==> config.mk <==
export PLATFORM = sky130hd
export DESIGN_NAME = number_literal_parser_top_flat
export DESIGN_NICKNAME = d
export VERILOG_FILES = /design/src/nlp_pkg.sv /design/src/nlp_if.sv /design/src/nlp_core.sv /design/src/number_literal_parser_top.sv /design/src/flat_wrapper.sv
export SDC_FILE = /design/constraint.sdc
export NUM_CORES = 1
export LEC_CHECK = 0
export BUFFER_PORTS_ARGS = -buffer_cell sky130_fd_sc_hd__buf_2
export CAP_MARGIN = 0
export CORE_MARGIN = 4
export CORE_UTILIZATION = 50
export CTS_CLUSTER_SIZE = 14
export DETAILED_ROUTE_END_ITERATION = 8
export PLACE_DENSITY_LB_ADDON = 0.15
export SLEW_MARGIN = 20
export SYNTH_ARGS = -nofsm -noshare
export SYNTH_HDL_FRONTEND = slang
export SYNTH_SLANG_ARGS = --single-unit
==> constraint.sdc <==
create_clock -name clk -period 4.89 [get_ports clk]
set_clock_uncertainty 0.15 [all_clocks]
set_input_delay 0.489 -clock clk [delete_from_list [all_inputs] [get_ports clk]]
set_output_delay 0.489 -clock clk [all_outputs]
set_load 0.05 [all_outputs]
==> src/nlp_pkg.sv <==
// Package for the number literal parser: codes, character constants and the result type.
package nlp_pkg;

  // Width of the value field on the result channel
  localparam int OUT_VALUE_W = 32;

  // Parse phase
  typedef enum logic [2:0] {
    PH_START  = 3'd0,
    PH_FIRST  = 3'd1,
    PH_SECOND = 3'd2,
    PH_BODY   = 3'd3,
    PH_DONE   = 3'd4
  } phase_t;

  // Prefix seen at the head of the body
  typedef enum logic [1:0] {
    PK_NONE   = 2'd0,
    PK_0X     = 2'd1,
    PK_AMPH   = 2'd2,
    PK_DOLLAR = 2'd3
  } prefix_t;

  // Format code reported with the value
  typedef enum logic [2:0] {
    FMT_DEC    = 3'd0,
    FMT_0X     = 3'd1,
    FMT_AMPH   = 3'd2,
    FMT_DOLLAR = 3'd3,
    FMT_SUFFIX = 3'd4
  } format_t;

  // Character codes
  localparam logic [7:0] CH_NUL    = 8'h00;
  localparam logic [7:0] CH_DOLLAR = 8'h24;
  localparam logic [7:0] CH_AMP    = 8'h26;
  localparam logic [7:0] CH_MINUS  = 8'h2d;
  localparam logic [7:0] CH_ZERO   = 8'h30;
  localparam logic [7:0] CH_NINE   = 8'h39;
  localparam logic [7:0] CH_A_UP   = 8'h41;
  localparam logic [7:0] CH_F_UP   = 8'h46;
  localparam logic [7:0] CH_H_UP   = 8'h48;
  localparam logic [7:0] CH_X_UP   = 8'h58;
  localparam logic [7:0] CH_Z_UP   = 8'h5a;
  localparam logic [7:0] CH_A_LO   = 8'h61;
  localparam logic [7:0] CH_F_LO   = 8'h66;
  localparam logic [7:0] CH_H_LO   = 8'h68;
  localparam logic [7:0] CH_X_LO   = 8'h78;
  localparam logic [7:0] CH_Z_LO   = 8'h7a;

  // One parse result
  typedef struct packed {
    logic signed [OUT_VALUE_W-1:0] value;
    format_t                       format;
  } res_t;

endpackage

==> src/nlp_if.sv <==
// Valid/ready channel interfaces for characters in and results out.
interface nlp_char_if;
  logic       valid;
  logic       ready;
  logic [7:0] ch;
  logic       is_end;

  modport source (output valid, output ch, output is_end, input ready);
  modport sink   (input valid, input ch, input is_end, output ready);
endinterface

interface nlp_result_if;
  logic                                  valid;
  logic                                  ready;
  logic signed [nlp_pkg::OUT_VALUE_W-1:0] value;
  logic [2:0]                            format;

  modport source (output valid, output value, output format, input ready);
  modport sink   (input valid, input value, input format, output ready);
endinterface

==> src/nlp_core.sv <==
// Parse state and per-character update; presents the result for an end item.
module nlp_core #(
  parameter int VALUE_WIDTH = 32
) (
  input  logic          clk,
  input  logic          rst,
  input  logic          take,
  input  logic [7:0]    ch,
  input  logic          is_end,
  output nlp_pkg::res_t res
);
  import nlp_pkg::*;

  localparam int VW = VALUE_WIDTH;

  phase_t        phase, phase_next;
  logic          negative, negative_next;
  logic [7:0]    held_char, held_char_next;
  prefix_t       prefix_kind, prefix_kind_next;
  logic [VW-1:0] dec_accum, dec_accum_next;
  logic          dec_stopped, dec_stopped_next;
  logic [VW-1:0] hex_accum, hex_accum_next;
  logic          hex_stopped, hex_stopped_next;
  logic          suffix_found, suffix_found_next;
  logic          prev_was_h, prev_was_h_next;

  // Character classes
  logic       is_dec, is_hex_lo, is_hex_up, is_hex, is_alnum, is_h;
  logic [3:0] hex_dig;
  assign is_dec    = (ch >= CH_ZERO) && (ch <= CH_NINE);
  assign is_hex_lo = (ch >= CH_A_LO) && (ch <= CH_F_LO);
  assign is_hex_up = (ch >= CH_A_UP) && (ch <= CH_F_UP);
  assign is_hex    = is_dec || is_hex_lo || is_hex_up;
  assign is_alnum  = is_dec || ((ch >= CH_A_LO) && (ch <= CH_Z_LO)) ||
                     ((ch >= CH_A_UP) && (ch <= CH_Z_UP));
  assign is_h      = (ch == CH_H_LO) || (ch == CH_H_UP);
  assign hex_dig   = is_dec ? ch[3:0] : (ch[3:0] + 4'd9);

  // Body digit step: x*10 as two shifts and an add, x*16 as a shift
  logic [VW-1:0] dec_fed, hex_fed;
  logic          dec_stop_fed, hex_stop_fed, suffix_fed;
  always_comb begin
    dec_fed      = dec_accum;
    dec_stop_fed = dec_stopped;
    if (!dec_stopped) begin
      if (is_dec) begin
        dec_fed = (dec_accum << 3) + (dec_accum << 1) + VW'(ch[3:0]);
      end else begin
        dec_stop_fed = 1'b1;
      end
    end
    hex_fed      = hex_accum;
    hex_stop_fed = hex_stopped;
    if (!hex_stopped) begin
      if (is_hex) begin
        hex_fed = {hex_accum[VW-5:0], hex_dig};
      end else begin
        hex_stop_fed = 1'b1;
      end
    end
    suffix_fed = suffix_found || (prev_was_h && !is_alnum);
  end

  // Next state
  logic feed;
  always_comb begin
    phase_next        = phase;
    negative_next     = negative;
    held_char_next    = held_char;
    prefix_kind_next  = prefix_kind;
    dec_accum_next    = dec_accum;
    dec_stopped_next  = dec_stopped;
    hex_accum_next    = hex_accum;
    hex_stopped_next  = hex_stopped;
    suffix_found_next = suffix_found;
    prev_was_h_next   = prev_was_h;
    feed              = 1'b0;
    if (is_end) begin
      phase_next        = PH_START;
      negative_next     = 1'b0;
      held_char_next    = CH_NUL;
      prefix_kind_next  = PK_NONE;
      dec_accum_next    = '0;
      dec_stopped_next  = 1'b0;
      hex_accum_next    = '0;
      hex_stopped_next  = 1'b0;
      suffix_found_next = 1'b0;
      prev_was_h_next   = 1'b0;
    end else if (phase != PH_DONE) begin
      if (ch == CH_NUL) begin
        phase_next = PH_DONE;
      end else begin
        unique case (phase)
          PH_START, PH_FIRST: begin
            if (phase == PH_START && ch == CH_MINUS) begin
              negative_next = 1'b1;
              phase_next    = PH_FIRST;
            end else if (ch == CH_DOLLAR) begin
              prefix_kind_next = PK_DOLLAR;
              phase_next       = PH_BODY;
            end else begin
              feed = 1'b1;
              if (ch == CH_ZERO || ch == CH_AMP) begin
                held_char_next = ch;
                phase_next     = PH_SECOND;
              end else begin
                phase_next = PH_BODY;
              end
            end
          end
          PH_SECOND: begin
            // Second character of 0x or &h restarts the hex reading
            if (held_char == CH_ZERO && (ch == CH_X_LO || ch == CH_X_UP)) begin
              prefix_kind_next = PK_0X;
              hex_accum_next   = '0;
              hex_stopped_next = 1'b0;
            end else if (held_char == CH_AMP && is_h) begin
              prefix_kind_next = PK_AMPH;
              hex_accum_next   = '0;
              hex_stopped_next = 1'b0;
            end else begin
              feed = 1'b1;
            end
            phase_next = PH_BODY;
          end
          default: begin
            feed = 1'b1;
          end
        endcase
      end
    end
    if (feed) begin
      dec_accum_next    = dec_fed;
      dec_stopped_next  = dec_stop_fed;
      hex_accum_next    = hex_fed;
      hex_stopped_next  = hex_stop_fed;
      suffix_found_next = suffix_fed;
      prev_was_h_next   = is_h;
    end
  end

  // State registers
  always_ff @(posedge clk) begin
    if (rst) begin
      phase        <= PH_START;
      negative     <= 1'b0;
      held_char    <= CH_NUL;
      prefix_kind  <= PK_NONE;
      dec_accum    <= '0;
      dec_stopped  <= 1'b0;
      hex_accum    <= '0;
      hex_stopped  <= 1'b0;
      suffix_found <= 1'b0;
      prev_was_h   <= 1'b0;
    end else if (take) begin
      phase        <= phase_next;
      negative     <= negative_next;
      held_char    <= held_char_next;
      prefix_kind  <= prefix_kind_next;
      dec_accum    <= dec_accum_next;
      dec_stopped  <= dec_stopped_next;
      hex_accum    <= hex_accum_next;
      hex_stopped  <= hex_stopped_next;
      suffix_found <= suffix_found_next;
      prev_was_h   <= prev_was_h_next;
    end
  end

  // Result from the current state: pick reading, apply sign
  logic [VW-1:0]          sel_val, signed_val;
  format_t                res_fmt;
  logic [OUT_VALUE_W-1:0] res_val;
  always_comb begin
    if (prefix_kind != PK_NONE) begin
      sel_val = hex_accum;
      res_fmt = format_t'({1'b0, prefix_kind});
    end else if (suffix_found || prev_was_h) begin
      sel_val = hex_accum;
      res_fmt = FMT_SUFFIX;
    end else begin
      sel_val = dec_accum;
      res_fmt = FMT_DEC;
    end
    signed_val = negative ? (VW'(0) - sel_val) : sel_val;
  end

  // Fit to the 32-bit field: sign-extend narrow widths, keep low bits of wide ones
  generate
    if (VW >= OUT_VALUE_W) begin : g_trunc
      assign res_val = signed_val[OUT_VALUE_W-1:0];
    end else begin : g_sext
      assign res_val = {{(OUT_VALUE_W-VW){signed_val[VW-1]}}, signed_val};
    end
  endgenerate

  assign res = {res_val, res_fmt};

endmodule

==> src/number_literal_parser_top.sv <==
// Top level of the number literal parser: handshake, result register and skid stage.
//
//   channel  dir  payload              transfer
//   chars    in   ch[7:0], is_end      valid && ready
//   result   out  value[31:0], format  valid && ready
//
// One character per cycle while chars.ready is high; an end item's result is
// registered in the output register, or in the skid stage while the output
// stalls. Synchronous reset returns the parser to the start of a literal and
// empties the output. A stalled result is held in the output register while
// one more result fits in the skid stage; chars.ready drops only while that
// skid stage is full.
module number_literal_parser_top #(
  parameter int VALUE_WIDTH = 32
) (
  input logic                clk,
  input logic                rst,
  nlp_char_if.sink           chars,
  nlp_result_if.source       result
);
  import nlp_pkg::*;

  res_t res;
  res_t out_res, skid_res;
  logic out_valid, skid_valid;
  logic take, take_end;

  assign chars.ready = !skid_valid;
  assign take        = chars.valid && chars.ready;
  assign take_end    = take && chars.is_end;

  nlp_core #(
    .VALUE_WIDTH (VALUE_WIDTH)
  ) u_core (
    .clk    (clk),
    .rst    (rst),
    .take   (take),
    .ch     (chars.ch),
    .is_end (chars.is_end),
    .res    (res)
  );

  // Output register with skid stage behind it
  always_ff @(posedge clk) begin
    if (rst) begin
      out_valid  <= 1'b0;
      skid_valid <= 1'b0;
    end else if (out_valid && !result.ready) begin
      if (take_end) begin
        skid_valid <= 1'b1;
      end
    end else if (skid_valid) begin
      out_valid  <= 1'b1;
      skid_valid <= 1'b0;
    end else begin
      out_valid <= take_end;
    end
  end

  // Payload registers
  always_ff @(posedge clk) begin
    if (out_valid && !result.ready) begin
      if (take_end) begin
        skid_res <= res;
      end
    end else if (skid_valid) begin
      out_res <= skid_res;
    end else if (take_end) begin
      out_res <= res;
    end
  end

  assign result.valid  = out_valid;
  assign result.value  = out_res.value;
  assign result.format = out_res.format;

  // Skid stage is only occupied behind a waiting result
  a_skid_behind_out: assert property (@(posedge clk) disable iff (rst)
    skid_valid |-> out_valid)
    else $error("skid stage full with output register empty");

  // An end transfer always yields a waiting result next cycle
  a_end_gives_result: assert property (@(posedge clk) disable iff (rst)
    take_end |=> out_valid)
    else $error("end transfer produced no result");

  // An end transfer behind a stalled result lands in the skid stage
  a_stall_to_skid: assert property (@(posedge clk) disable iff (rst)
    (take_end && out_valid && !result.ready) |=> skid_valid)
    else $error("result lost behind a stalled output");

  // Draining the skid stage keeps a result on the output
  a_skid_drain: assert property (@(posedge clk) disable iff (rst)
    (skid_valid && result.ready) |=> (out_valid && !skid_valid))
    else $error("skid stage not moved to output");

endmodule

==> src/flat_wrapper.sv <==
// flat-port wrapper written by rule: the top's interface ports become plain ports
module number_literal_parser_top_flat import nlp_pkg::*;
#(
  parameter int VALUE_WIDTH = 32
)
  (clk, rst, chars_valid, chars_ch, chars_is_end, chars_ready, result_valid, result_value, result_format, result_ready);
  nlp_char_if chars_i ();
  nlp_result_if result_i ();
  input logic clk;
  input logic rst;
  input wire logic [$bits(chars_i.valid)-1:0] chars_valid;
  input wire logic [$bits(chars_i.ch)-1:0] chars_ch;
  input wire logic [$bits(chars_i.is_end)-1:0] chars_is_end;
  output wire logic [$bits(chars_i.ready)-1:0] chars_ready;
  output wire logic [$bits(result_i.valid)-1:0] result_valid;
  output wire logic [$bits(result_i.value)-1:0] result_value;
  output wire logic [$bits(result_i.format)-1:0] result_format;
  input wire logic [$bits(result_i.ready)-1:0] result_ready;
  assign chars_i.valid = chars_valid;
  assign chars_i.ch = chars_ch;
  assign chars_i.is_end = chars_is_end;
  assign chars_ready = chars_i.ready;
  assign result_valid = result_i.valid;
  assign result_value = result_i.value;
  assign result_format = result_i.format;
  assign result_i.ready = result_ready;
  number_literal_parser_top #(.VALUE_WIDTH(VALUE_WIDTH)) u_core (.clk(clk), .rst(rst), .chars(chars_i), .result(result_i));
endmodule
-- Yosys cells after proc, flatten, opt, wreduce, memory -nomap -nowiden
Index checks and enable logic that the tools add are counted.
W data, S select, Z words.
- register bits after elaboration: 154
- word-level logic and storage cells: 175
- magnitude comparators: 8
- bitwise gates (word level): 1
- mux-type cells: 72
- equal/unequal tests: 24
- add/subtract/negate cells: 4
- reductions and logical operators: 50
- operator list (kind ; number):
    $mux W32 ; 16
    $mux W35 ; 2
    $mux W8 ; 7
    $eq A8 B6 Y1 const B ; 6
    $add A32 B32 Y32 ; 1
    $add A32 B4 Y32 ; 1
    $eq A8 B7 Y1 const B ; 4
    $le A8 B7 Y1 const B ; 4
    $sub A1 B32 Y32 const A ; 1
    $mux W1 ; 30
    $reduce_and A7 Y1 ; 3
    $ge A8 B7 Y1 const B ; 2
    $mux W2 ; 8
    $mux W3 ; 5
    $ne A2 B2 Y1 const B ; 7
    $reduce_bool A2 Y1 ; 7
    $logic_and A1 B1 Y1 ; 12
    $ne A3 B3 Y1 const B ; 4
    $reduce_and A5 Y1 ; 2
    $logic_or A1 B1 Y1 ; 9
    $reduce_bool A3 Y1 ; 3
    $ge A8 B6 Y1 const B ; 1
    $le A8 B6 Y1 const B ; 1
    $logic_not A8 Y1 ; 1
    16 further kinds ; 22

-- Longest topological paths before layout
- depth in word-level cells: 11
- gate-level depth with buffers: 16

-- By module
Synthesis repeated with hierarchy kept, for this count alone.
- cells, all modules: 873
- area total of the unflattened synthesis: 8893.5 um^2
- modules (own cells, without submodules) (module ; times used ; area each (um^2) ; cells an instance):
    nlp_core ; 1 ; 6199.7 ; 753
    number_literal_parser_top ; 1 ; 2693.8 ; 120

-- Worst setup path after synthesis
OpenSTA, ideal clock, no wires.
- path type: reg-to-reg
- start point: reg u_core.out_valid, in the netlist u_core.result.valid
- end point: reg u_core.skid_res[0] (netlist bit) (enable)
- arrival time: 3.274 ns
- data required time: 4.269 ns
- path buffers: 0
- cell stages (with the launch flop): 3
- slack: 0.995 ns
- cell sequence: dfxtp_1 nand2_1 nor3_1
- longest elaborated chain between the ends: 2
- ends and longest elaborated chain (what ; RTL line ; RTL):
    start: declaration ; number_literal_parser_top.sv:25 ; logic out_valid, skid_valid;
    start signal: assignment ; number_literal_parser_top.sv:56 ; out_valid <= take_end;
    $logic_and A1 B1 Y1 ; number_literal_parser_top.sv:62 ; if (out_valid && !result.ready) begin
    $reduce_and A2 Y1 (no source line) ; - ;
    end signal: assignment ; number_literal_parser_top.sv:64 ; skid_res <= res;
    end: declaration ; number_literal_parser_top.sv:24 ; res_t out_res, skid_res;
No other way between the ends.
A chain may end at the register's enable or synchronous reset.

==> reports/summary.txt <==
result of the run = finished clean
commonest non-fill, non-tap cells in the layout = sky130_fd_sc_hd__nand2_1, sky130_fd_sc_hd__dfxtp_1, sky130_fd_sc_hd__edfxtp_1
IO Pins = 50
area of the mapped netlist = 8827 um^2
worst voltage drop across the vdd grid = 0.2370 mV
total DRC errors in the routed layout = 0
Ant. Diodes = 0
sequential element share of the synthesized area = 0.4286
post-route worst setup slack = 1166 ps
CTS Hold Buffers Added = 0
post-route cell area = 9945 um^2
post-cts gate resize count = 0
shortest period the worst path allows = 3724 ps
worst slack at placement = 855.9 ps
final worst-path cycle share = 0.7615
Data required, critical path = 4910 ps
Final setup violation count = 0
Pleak = 4.153 nW
number of flops mapped to enable cells by yosys = 70
antenna violations before repair = 0
max-slew violations = 0
die width = 140.9 um
flip-flop and latch count after synthesis = 154
power per cell area = 300.9 nW/um^2
row count = 48
final hold violation count = 0
vias in the first global route = 6221
worst relative slew slack = 0.3347
drt first-iter violations = 487
number of different library cells in the post-synthesis netlist = 74
master cell of the clock root buffer = sky130_fd_sc_hd__clkbuf_16
number of warning messages in the yosys log = 0
Worst setup SP type = flop
total negative setup slack = 0 ps
actual transition at the worst max-transition pin = 996.5 ps
predominant post-synthesis flop cell = sky130_fd_sc_hd__dfxtp_1
average via count per standard cell = 5.641
Worst R2R Path Depth = 12
overall overflow remaining after global route = 0
PnR Total Power = 2.992 mW
Post-Synthesis Mean Instance Area = 9.711 um^2
final std cells w/o fill = 1185
number of optimization iterations in the first detailed-route pass = 5
peak clock frequency supported by timing = 268.5 MHz
arrival time at the worst endpoint = 3750 ps
highest fanout seen on the critical path = 10
start point of the critical path = u_core.u_core.prefix_kind[1]
Die Outline Area = 19840 um^2
worst hold slack after final layout = 286.6 ps
deepest level of the CTS H-tree = 4
TritonCTS clock tree = built
global-route wire length before repair = 32320 um
RSZ-0062 raised after global routing = false
share of flip-flops with an asynchronous set or reset = 0
class of the tightest hold or removal check = in -> reg
Hold Path Stages = 3
Die Y = 140.9 um
area of the core = 17300 um^2
vias after detailed routing = 6684
effective utilization at floorplan = 0.5103
total nets after synthesis = 988
flop2flop setup slack = 1170 ps
DP Cell Count = 1153
critical path type = reg -> reg
layout overhead on the synthesized area = 12.66%
All-Layer GR Usage = 0.1980
share of post-route cells with drive strength above 1 = 0.1323
type of element capturing the critical path = flop
ANT nets after route = 0
Clock Sink Count = 154
Routability Congestion = 0.9032
clock transition at the registers of the reported paths = 70 ps
source-to-sink clock delay at the later pin of the worst-skew pair = 420 ps
most common library cell in the layout ignoring fill and taps = sky130_fd_sc_hd__nand2_1
I/O Buffers = 49
reported max-cap violation count = 0
worst flop-to-flop path startpoint = u_core.u_core.prefix_kind[1]
final WL = 19460 um
number of buffers between clock root and the deepest sink = 2
maximum number of pins on one net before global-route repair = 36
Post-DP Area = 9306 um^2
number of buffers inserted during clock tree synthesis = 17
number of nets in the final layout = 1027
placed wire-length estimate = 14230 um
launch point of the worst hold path = chars_ch[4]
utilization of the core after routing = 0.5749
number of instances in the synthesized netlist = 909
routed length per instance = 16.42 um
post-CTS setup buffers = 0
-- per-layer routing --
metal  routed length [um]  track usage  vias up
li1                     -            -     3409
met1                10340       0.3079     3108
met2                 8056       0.2828      157
met3                  924      0.03935       10
met4                  136      0.04539        0
met5                    0            0        -
-- power breakdown --
| group | internal, mW | switching (mW) |
|---|---|---|
| Sequential | 1.36 | 0.0113 |
| Clock | 0.814 | 0.557 |
| Combinational | 0.0795 | 0.169 |
| Total | 2.25 | 0.737 |
-- sequential cells by signal (all words and copies together) (netlist names) --
| signal | flops |
|---|---|
| u_core.u_core.phase | 3 |
| u_core.skid_res | 35 |
| u_core.result.value | 32 |
| u_core.u_core.dec_stopped | 1 |
| u_core.u_core.dec_accum | 32 |
| u_core.result.format | 3 |
| u_core.u_core.hex_stopped | 1 |
| u_core.u_core.hex_accum | 32 |
| u_core.u_core.suffix_found | 1 |
| u_core.u_core.negative | 1 |
| u_core.u_core.prefix_kind | 2 |
| u_core.result.valid | 1 |
| u_core.skid_valid | 1 |
| u_core.u_core.prev_was_h | 1 |
| u_core.u_core.held_char | 8 |
-- synthesized netlist by cell type (all sizes together) (3+ instances only) --
| library cell | instances | area [um^2] |
|---|---|---|
| a211oi | 6 | 45.04 |
| a21boi | 6 | 45.04 |
| a21o | 10 | 75.07 |
| a21oi | 52 | 260.3 |
| a22o | 34 | 297.8 |
| a31oi | 5 | 31.28 |
| a32o | 3 | 30.03 |
| and2 | 6 | 38.79 |
| and3 | 3 | 18.77 |
| buf | 12 | 58.80 |
| clkbuf | 27 | 101.4 |
| dfxtp | 84 | 1682 |
| edfxtp | 70 | 2102 |
| ha | 64 | 800.8 |
| inv | 21 | 78.83 |
| mux2 | 14 | 157.7 |
| mux2i | 39 | 402.9 |
| nand2 | 131 | 491.7 |
| nand2b | 13 | 81.33 |
| nand3 | 9 | 50.05 |
| nand3b | 5 | 37.54 |
| nand4 | 6 | 37.54 |
| nor2 | 49 | 183.9 |
| nor2b | 6 | 37.54 |
| nor3 | 39 | 200.2 |
| nor4 | 8 | 62.56 |
| nor4b | 3 | 32.53 |
| o211ai | 6 | 45.04 |
| o21a | 6 | 45.04 |
| o21ai | 63 | 322.8 |
| o21bai | 4 | 30.03 |
| o31ai | 4 | 30.03 |
| or3 | 6 | 37.54 |
| xnor2 | 18 | 157.7 |
| xor2 | 39 | 341.6 |
-- worst max-delay path: stages, from the launching register on --
cell	delay (ps)
sky130_fd_sc_hd__dfxtp_1	390
sky130_fd_sc_hd__or4_1	760
sky130_fd_sc_hd__nand2_1	130
sky130_fd_sc_hd__o21ai_0	200
sky130_fd_sc_hd__inv_1	120
sky130_fd_sc_hd__ha_1	190
sky130_fd_sc_hd__o2111ai_1	170
sky130_fd_sc_hd__o21bai_1	280
sky130_fd_sc_hd__nand4bb_4	290
sky130_fd_sc_hd__nor3_1	230
sky130_fd_sc_hd__a21boi_1	110
sky130_fd_sc_hd__xnor2_1	180
sky130_fd_sc_hd__mux2_2	280
-- area by class of cell --
cell class / count / area [um^2]
Clock buffer: 17 / 425.4
Timing Repair Buffer: 59 / 340.3
Clock inverter: 14 / 185.2
Multi-Input combinational cell: 694 / 4846
Sequential cell: 154 / 3784
Fill cell: 1569 / 7352
Tap cell: 225 / 281.5
Inverter: 22 / 82.58
-- path summary, 6_finish.rpt --
kind                                 to
max             u_core.result.value[24]
min          u_core.u_core.held_char[4]
max reg2reg     u_core.result.value[24]
min reg2reg  u_core.u_core.held_char[5]
-- cell families after synthesis --
logic type,count (synthesis),synth area share
compound gates,219,0.1631
xor+xnor,57,0.05656
buf+inv,61,0.02750
flops,154,0.4286
fa+ha+maj,66,0.09525
simple gates,299,0.1654
mux,53,0.06350
Power figures use the tool's default switching activity.
